===== config.mk =====
export PLATFORM = sky130hd
export DESIGN_NAME = ppm_frame_generator
export DESIGN_NICKNAME = d
export VERILOG_FILES = /design/src/rtl/core/ppmg_pkg.sv /design/src/rtl/core/ppmg_ram.sv /design/src/rtl/core/ppmg_out_queue.sv /design/src/rtl/core/ppm_frame_generator.sv
export SDC_FILE = /design/constraint.sdc
export NUM_CORES = 1
export LEC_CHECK = 0
export BUFFER_PORTS_ARGS = -buffer_cell sky130_fd_sc_hd__buf_2
export CAP_MARGIN = 10
export CORE_ASPECT_RATIO = 0.6
export CORE_MARGIN = 3
export CORE_UTILIZATION = 57
export CTS_CLUSTER_DIAMETER = 200
export DETAILED_ROUTE_END_ITERATION = 10
export MAX_ROUTING_LAYER = met4
export PLACE_DENSITY = 0.87
export SLEW_MARGIN = 20
export SYNTH_ARGS = -nofsm -noshare
export SYNTH_HDL_FRONTEND = slang
export SYNTH_SLANG_ARGS = --single-unit

===== constraint.sdc =====
create_clock -name clock -period 4.77 [get_ports clock]
set_input_delay 0.7155 -clock clock [delete_from_list [all_inputs] [get_ports clock]]
set_output_delay 0.7155 -clock clock [all_outputs]
set_load 0.02 [all_outputs]

===== src/rtl/core/ppmg_pkg.sv =====
// ----------------------------------------------------------------------------
// ppmg_pkg
// shared types and constants of the ppm frame generator
// ----------------------------------------------------------------------------
package ppmg_pkg;

   // register indexes of the configuration port
   localparam logic [1:0] CSR_FRAME_TICKS = 2'd0;
   localparam logic [1:0] CSR_PULSE_TICKS = 2'd1;
   localparam logic [1:0] CSR_ACTIVE_HIGH = 2'd2;

   // reset values
   localparam logic [15:0] FRAME_RESET  = 16'd22500;
   localparam logic [11:0] PULSE_RESET  = 12'd300;
   localparam logic        ACTIVE_RESET = 1'b1;
   localparam logic [11:0] WIDTH_RESET  = 12'd1000;

   // request kinds carried on tuser
   localparam logic FUNC_TICK  = 1'b0;
   localparam logic FUNC_WRITE = 1'b1;

   // one result, last field in the lowest bit
   typedef struct packed {
      logic bad_index;
      logic sync_gap;
      logic edge_event;
      logic ppm_level;
   } rsp_type;

endpackage


===== src/rtl/core/ppmg_ram.sv =====
// ----------------------------------------------------------------------------
// ppmg_ram
// generic single write port ram with one registered read port
// ----------------------------------------------------------------------------
module ppmg_ram #(
   parameter int WIDTH = 12,
   parameter int DEPTH = 6,
   localparam int ADDR_W = (DEPTH > 1) ? $clog2(DEPTH) : 1
) (
   input  logic              clock,
   input  logic              wr_en,
   input  logic [ADDR_W-1:0] wr_addr,
   input  logic [WIDTH-1:0]  wr_data,
   input  logic [ADDR_W-1:0] rd_addr,
   output logic [WIDTH-1:0]  rd_data
);

   logic [WIDTH-1:0] mem_ff [DEPTH];
   logic [WIDTH-1:0] rd_data_ff;

   always_ff @(posedge clock) begin
      if (wr_en) begin
         mem_ff[wr_addr] <= wr_data;
      end
      rd_data_ff <= mem_ff[rd_addr];
   end

   assign rd_data = rd_data_ff;

endmodule


===== src/rtl/core/ppmg_out_queue.sv =====
// ----------------------------------------------------------------------------
// ppmg_out_queue
// two-entry result queue between the frame logic and the response channel
// ----------------------------------------------------------------------------
module ppmg_out_queue (
   input  logic             clock,
   input  logic             reset,
   input  logic             push,
   input  ppmg_pkg::rsp_type push_data,
   output logic             push_ready,
   output logic             out_valid,
   input  logic             out_ready,
   output ppmg_pkg::rsp_type out_data
);

   import ppmg_pkg::*;

   rsp_type    head_ff, head_in;
   rsp_type    tail_ff, tail_in;
   logic [1:0] count_ff, count_in;
   logic       pop;

   assign pop        = (count_ff != 2'd0) && out_ready;
   assign push_ready = (count_ff != 2'd2);
   assign out_valid  = (count_ff != 2'd0);
   assign out_data   = head_ff;

   always_comb begin
      head_in  = head_ff;
      tail_in  = tail_ff;
      count_in = count_ff;
      if (pop) begin
         if (count_ff == 2'd2) begin
            head_in = tail_ff;
         end else begin
            head_in = push_data;
         end
      end else if (count_ff == 2'd0) begin
         head_in = push_data;
      end
      // second slot only fills when the head stays occupied
      if (push && (((count_ff == 2'd1) && !pop) || ((count_ff == 2'd2) && pop))) begin
         tail_in = push_data;
      end
      case ({push, pop})
         2'b10:   count_in = count_ff + 2'd1;
         2'b01:   count_in = count_ff - 2'd1;
         default: count_in = count_ff;
      endcase
   end

   always_ff @(posedge clock) begin
      if (reset) begin
         count_ff <= 2'd0;
      end else begin
         count_ff <= count_in;
      end
      head_ff <= head_in;
      tail_ff <= tail_in;
   end

endmodule


===== src/rtl/core/ppm_frame_generator.sv =====
// ----------------------------------------------------------------------------
// ppm_frame_generator
// radio-control ppm frame generator: channel widths held in a ram, a
// microsecond countdown alternating marker pulses with channel gaps
// ----------------------------------------------------------------------------
//
//  port group | direction | payload
//  -----------+-----------+------------------------------------------------
//  req_       | in        | tdata: chan_index, chan_width; tuser: func
//  rsp_       | out       | tdata: ppm_level, edge_event, sync_gap, bad_index
//  csr_       | in        | write enable, index, data (no read-back)
//
//  one request per clock while req_tready is high; each request is handled
//  in the cycle it is taken; the width of the channel due next is prefetched
//  from the ram, a write to that same entry is bypassed through a small register
//  reset is synchronous; per-entry valid bits make unwritten widths read as
//  1000, so no clearing pass is needed
//  results wait in a two-entry queue; req_tready falls only when it is full
//
module ppm_frame_generator #(
   parameter int CHANNELS    = 6,
   parameter int START_DELAY = 50
) (
   input  logic        clock,
   input  logic        reset,
   // request channel
   input  logic        req_tvalid,
   output logic        req_tready,
   input  logic [15:0] req_tdata,   // [3:0] chan_index, [15:4] chan_width
   input  logic        req_tuser,   // [0] func
   // response channel
   output logic        rsp_tvalid,
   input  logic        rsp_tready,
   output logic [7:0]  rsp_tdata,   // [0] ppm_level, [1] edge_event,
                                    // [2] sync_gap, [3] bad_index, [7:4] zero
   // configuration port
   input  logic        csr_we,
   input  logic [1:0]  csr_addr,
   input  logic [15:0] csr_wdata
);

   import ppmg_pkg::*;

   localparam int ADDR_W = (CHANNELS > 1) ? $clog2(CHANNELS) : 1;
   localparam int POS_W  = $clog2(CHANNELS + 1);

   // configuration registers
   logic [15:0] frame_ticks_ff;
   logic [11:0] pulse_ticks_ff;
   logic        active_high_ff;

   // frame state
   logic [15:0]      countdown_ff, countdown_in;
   logic             pulse_next_ff, pulse_next_in;
   logic [POS_W-1:0] pos_ff, pos_in;
   logic [16:0]      width_sum_ff, width_sum_in;
   logic             level_ff, level_in;
   logic             in_sync_ff, in_sync_in;

   // width store bookkeeping
   logic [CHANNELS-1:0] valid_ff;
   logic                rd_valid_ff;
   logic                fwd_hit_ff;
   logic [11:0]         fwd_data_ff;
   logic [11:0]         ram_rdata;
   logic [ADDR_W-1:0]   rd_addr;
   logic [ADDR_W-1:0]   wr_addr;
   logic                wr_en;

   // request fields
   logic        accept;
   logic        func;
   logic [3:0]  chan_index;
   logic [11:0] chan_width;
   logic        index_ok;

   // event arithmetic
   logic [11:0] cur_width;
   logic [16:0] total;
   logic [15:0] chan_gap;
   logic [15:0] sync_len;
   logic        fire;
   logic        push_ready;
   rsp_type     result;
   rsp_type     rsp_head;

   assign func       = req_tuser;
   assign chan_index = req_tdata[3:0];
   assign chan_width = req_tdata[15:4];
   assign accept     = req_tvalid && req_tready;
   assign req_tready = push_ready;

   assign index_ok = ({1'b0, chan_index} < 5'(CHANNELS));
   assign wr_en    = accept && (func == FUNC_WRITE) && index_ok;
   assign wr_addr  = chan_index[ADDR_W-1:0];

   // prefetched width of the current channel; unwritten entries read as reset
   assign cur_width = fwd_hit_ff  ? fwd_data_ff :
                      rd_valid_ff ? ram_rdata   : WIDTH_RESET;

   // channel gap: width less the pulse, at least one tick
   assign chan_gap = (cur_width > pulse_ticks_ff) ?
                     {4'd0, cur_width - pulse_ticks_ff} : 16'd1;

   // sync gap: what is left of the frame after the widths and one pulse
   assign total    = width_sum_ff + {5'd0, pulse_ticks_ff};
   assign sync_len = ({1'b0, frame_ticks_ff} > total) ?
                     16'({1'b0, frame_ticks_ff} - total) : 16'd1;

   assign fire = accept && (func == FUNC_TICK) && (countdown_ff <= 16'd1);

   always_comb begin
      countdown_in  = countdown_ff;
      pulse_next_in = pulse_next_ff;
      pos_in        = pos_ff;
      width_sum_in  = width_sum_ff;
      level_in      = level_ff;
      in_sync_in    = in_sync_ff;
      if (fire) begin
         if (pulse_next_ff) begin
            // marker pulse starts
            level_in      = 1'b1;
            pulse_next_in = 1'b0;
            in_sync_in    = 1'b0;
            countdown_in  = (pulse_ticks_ff == 12'd0) ? 16'd1 : {4'd0, pulse_ticks_ff};
         end else begin
            level_in      = 1'b0;
            pulse_next_in = 1'b1;
            if ({{(32-POS_W){1'b0}}, pos_ff} >= 32'(CHANNELS)) begin
               // all channels sent: long gap closes the frame
               pos_in       = '0;
               countdown_in = sync_len;
               width_sum_in = '0;
               in_sync_in   = 1'b1;
            end else begin
               countdown_in = chan_gap;
               width_sum_in = width_sum_ff + {5'd0, cur_width};
               pos_in       = pos_ff + POS_W'(1);
               in_sync_in   = 1'b0;
            end
         end
      end else if (accept && (func == FUNC_TICK)) begin
         countdown_in = countdown_ff - 16'd1;
      end
   end

   // read address follows the channel position of the next cycle
   assign rd_addr = ({{(32-POS_W){1'b0}}, pos_in} < 32'(CHANNELS)) ?
                    pos_in[ADDR_W-1:0] : '0;

   ppmg_ram #(
      .WIDTH (12),
      .DEPTH (CHANNELS)
   ) u_width_ram (
      .clock   (clock),
      .wr_en   (wr_en),
      .wr_addr (wr_addr),
      .wr_data (chan_width),
      .rd_addr (rd_addr),
      .rd_data (ram_rdata)
   );

   always_ff @(posedge clock) begin
      if (reset) begin
         frame_ticks_ff <= FRAME_RESET;
         pulse_ticks_ff <= PULSE_RESET;
         active_high_ff <= ACTIVE_RESET;
         countdown_ff   <= 16'(START_DELAY);
         pulse_next_ff  <= 1'b1;
         pos_ff         <= '0;
         width_sum_ff   <= '0;
         level_ff       <= 1'b0;
         in_sync_ff     <= 1'b0;
         valid_ff       <= '0;
         rd_valid_ff    <= 1'b0;
         fwd_hit_ff     <= 1'b0;
      end else begin
         if (csr_we) begin
            case (csr_addr)
               CSR_FRAME_TICKS: frame_ticks_ff <= csr_wdata;
               CSR_PULSE_TICKS: pulse_ticks_ff <= csr_wdata[11:0];
               CSR_ACTIVE_HIGH: active_high_ff <= csr_wdata[0];
               default:         ;
            endcase
         end
         countdown_ff  <= countdown_in;
         pulse_next_ff <= pulse_next_in;
         pos_ff        <= pos_in;
         width_sum_ff  <= width_sum_in;
         level_ff      <= level_in;
         in_sync_ff    <= in_sync_in;
         if (wr_en) begin
            valid_ff[wr_addr] <= 1'b1;
         end
         // the ram returns old data when read and written together
         rd_valid_ff <= valid_ff[rd_addr];
         fwd_hit_ff  <= wr_en && (wr_addr == rd_addr);
      end
      fwd_data_ff <= chan_width;
   end

   // result of this request, pin level through the polarity setting
   always_comb begin
      result.ppm_level  = level_in ^ ~active_high_ff;
      result.edge_event = fire;
      result.sync_gap   = in_sync_in;
      result.bad_index  = accept && (func == FUNC_WRITE) && !index_ok;
   end

   ppmg_out_queue u_out_queue (
      .clock      (clock),
      .reset      (reset),
      .push       (accept),
      .push_data  (result),
      .push_ready (push_ready),
      .out_valid  (rsp_tvalid),
      .out_ready  (rsp_tready),
      .out_data   (rsp_head)
   );

   assign rsp_tdata = {4'd0, rsp_head};

endmodule

==> flow_metrics.tcl <==
set metrics [dict create \
    clockBufferDepth 2 \
    clock-root-buffer "clkbuf_16" \
    tritoncts "done" \
    place.gp.congestion 0.992 \
    area_delta_synth_final_pct 11.6 \
    setup.worst_path.end_class "flip-flop" \
    postSynthCellCount 1075 \
    cts_resized 0 \
    cts_sinks 182 \
    drt_iter0_drc 1187 \
    die_area_um2 19600 \
    cp_data_required_time_ns 5.08 \
    first_global_vias 7845 \
    final_common_cell "nand2_1" \
    leakage_uw 0.00437 \
    netlist.area_leader.share 0.236 \
    cts_buffers 17 \
    grtUsageTotal 0.311 \
    vias 8741 \
    powerDensity_nw_per_um2 324 \
    fin_nets 1231 \
    die_x_um 179 \
    start_util 0.588 \
    status "finished, final reports clean" \
    grt_max_degree 39 \
    io_buffers 45 \
    hp-class "primary input to flip-flop" \
    skew_ns 0.0137 \
    rsz0062_at_grt "no" \
    clk_latency_ns 0.45 \
    timing.critical_path.buf_inv 0 \
    fmax_ghz 0.232 \
    fin_crit_sh 0.905 \
    die_h_um 110 \
    ys_ff_latch 182 \
    crit_fanout 7 \
    final_antenna_net_count 0 \
    hold_buffers 0 \
    setup_viol 0 \
    slew_headroom 0.290 \
    tightestPinTransition_ns 1.06 \
    fin_tns_setup_ns 0 \
    synth_area_um2 10200 \
    startpoint_type "flip-flop" \
    critical_path.max_stage_delay_ns 0.83 \
    maxCapViolCount 0 \
    critical_path.top_delay_family "compound AO/OA/AOI/OAI gates" \
    via_per_inst 6.35 \
    synthDistinctLibCells 78 \
    hpwl_um 21100 \
    core_area_um2 17300 \
    synth_edf_count 80 \
    drc 0 \
    h-tree-depth 4 \
    grt_pass1_wl_um 44500 \
    antenna_found_initial 0 \
    path_cells "ha_1 > fa_1 > a211oi_1 > o211a_1 > o21a_1 > nand2b_1 > a21oi_1 > nor2_1 > xnor2_1 > ha_1 > a21o_1 > a21oi_1 > nand2_1 > a31oi_1 > nor4_2 > a22o_1 > a211oi_1" \
    fillers 1399 \
    report.final.slew_viol_count 0 \
    routed_wl_um 28900 \
    ys_warn_count 0 \
    hold_violations 0 \
    crit_type "flip-flop to flip-flop" \
    synth_flop_cell "dfxtp_1" \
    dr.pass1.iters 6 \
    wl_per_cell_um 21.0 \
    ir_drop_uv 234 \
    clk_pin_slew_worst_paths_ns 0.07 \
    io_pins 50 \
    drive_gt1_frac 0.130 \
    mostFrequentLayoutCells "115 x nand2_1, 102 x dfxtp_1, 90 x nor2_1, 80 x edfxtp_1, 75 x a21oi_1" \
    power.total_uw 3680 \
    syn_avg_cell_area_um2 9.47 \
    grt_overflow_total 0 \
    async_flop_share 0 \
    cpMaxStageDelayCell "nor4_2" \
    num_rows 37 \
    seq_area_frac_synth 0.436 \
    yosys-top-cells-area "edfxtp_1 24%, dfxtp_1 20%, ha_1 7.2%" \
    synth.largest_area_cell "edfxtp_1" \
    finalCriticalPeriod_ns 4.32 \
    crit_arrival_ns 4.63 \
    cts_setup_buffers 0 \
]
metrics by stage:
step | setup slack [ns] | util | cell area (um^2) | std cells | hold WS [ns]
after floorplan | 0.976 | - | 10200 | 1078 | 0.432
after global placement | 0.255 | 0.620 | 10700 | 1343 | 0.444
after detailed placement | 0.597 | 0.620 | 10700 | 1343 | 0.455
after CTS | 0.541 | 0.656 | 11400 | 1375 | 0.428
after global routing | 0.201 | 0.656 | 11400 | 1375 | 0.444
final | 0.454 | 0.656 | 11400 | 1376 | 0.450
Yosys cell counts, drive strengths merged, types with 5 or more instances:
library cell,n
dfxtp,102
xnor2,31
o211ai,10
buf,12
nor3,30
ha,59
a21o,12
a211oi,22
o221ai,9
a2111oi,8
a2bb2oi,5
xor2,23
o21bai,9
or2,7
and3,13
or3,7
nor2b,12
and2,7
nand3,41
nor2,91
o21ai,51
nand2,116
edfxtp,80
nand4,9
nand2b,15
inv,50
o21a,14
nor4,13
clkbuf,25
a21oi,75
a22o,6
mux2,17
mux2i,14
a31oi,14
registers in the layout, summed over array words and instances, names as in the netlist, 6 cells and up:
name,count
valid_ff,6
frame_ticks_ff,16
countdown_ff,16
width_sum_ff,17
pulse_ticks_ff,12
u_width_ram.rd_data,12
u_width_ram.mem_ff,72
fwd_data_ff,12
routing by layer:
layer / part of all wire / vias up / GRT usage
met3: 0.13 / 51 / 0.0970
met2: 0.39 / 481 / 0.398
li1: - / 4073 / -
met5: 0 / - / -
met4: 0.016 / 0 / 0.0867
met1: 0.46 / 4136 / 0.463
kinds of logic (layout without fill, tap and decap cells):
logic type	count (synthesis)	after routing	synth area share
adder cells (fa/ha/maj)	63	63	0.0804
other	1	5	0.000368
AO/OA/AOI/OAI	277	277	0.181
flip-flops	182	182	0.436
multiplexers	31	31	0.0326
XOR/XNOR	54	54	0.0464
AND/OR/NAND/NOR	379	379	0.185
buffers and inverters	88	151	0.0378
layout make-up:
class	count	area, um^2	area share
diodes	1	2.50	0.000220
clock buffers	18	450	0.0396
clock inverters	14	175	0.0154
inverters	51	191	0.0169
multi-input cells	808	5410	0.476
flip-flops and latches	182	4440	0.391
well taps	234	293	0.0258
repair buffers	68	398	0.0350
worst reg2reg max path: cells and delay by family, from the launching register on:
kind	cells	cell delay, ns
XOR/XNOR	1	0.14
adder cells (fa/ha/maj)	3	1.03
AO/OA/AOI/OAI	9	1.59
flip-flops	1	0.35
AND/OR/NAND/NOR	4	1.07
report_power, final:
part	total [uW]	switching (uW)	internal [uW]
sequential	1730	40.7	1690
clock	1450	711	739
combinational	507	318	190
final timing paths:
check / startpoint / endpoint / slack, ns / depth (start not counted)
setup / recovery: pulse_ticks_ff[0] / countdown_ff[0] / 0.45 / 17
hold reg to reg: frame_ticks_ff[3] / frame_ticks_ff[3] / 0.47 / 2
hold / removal: req_tdata[12] / fwd_data_ff[8] / 0.45 / 1
setup reg to reg: pulse_ticks_ff[0] / countdown_ff[0] / 0.45 / 17
No activity file was read; power rests on OpenSTA's default activity.
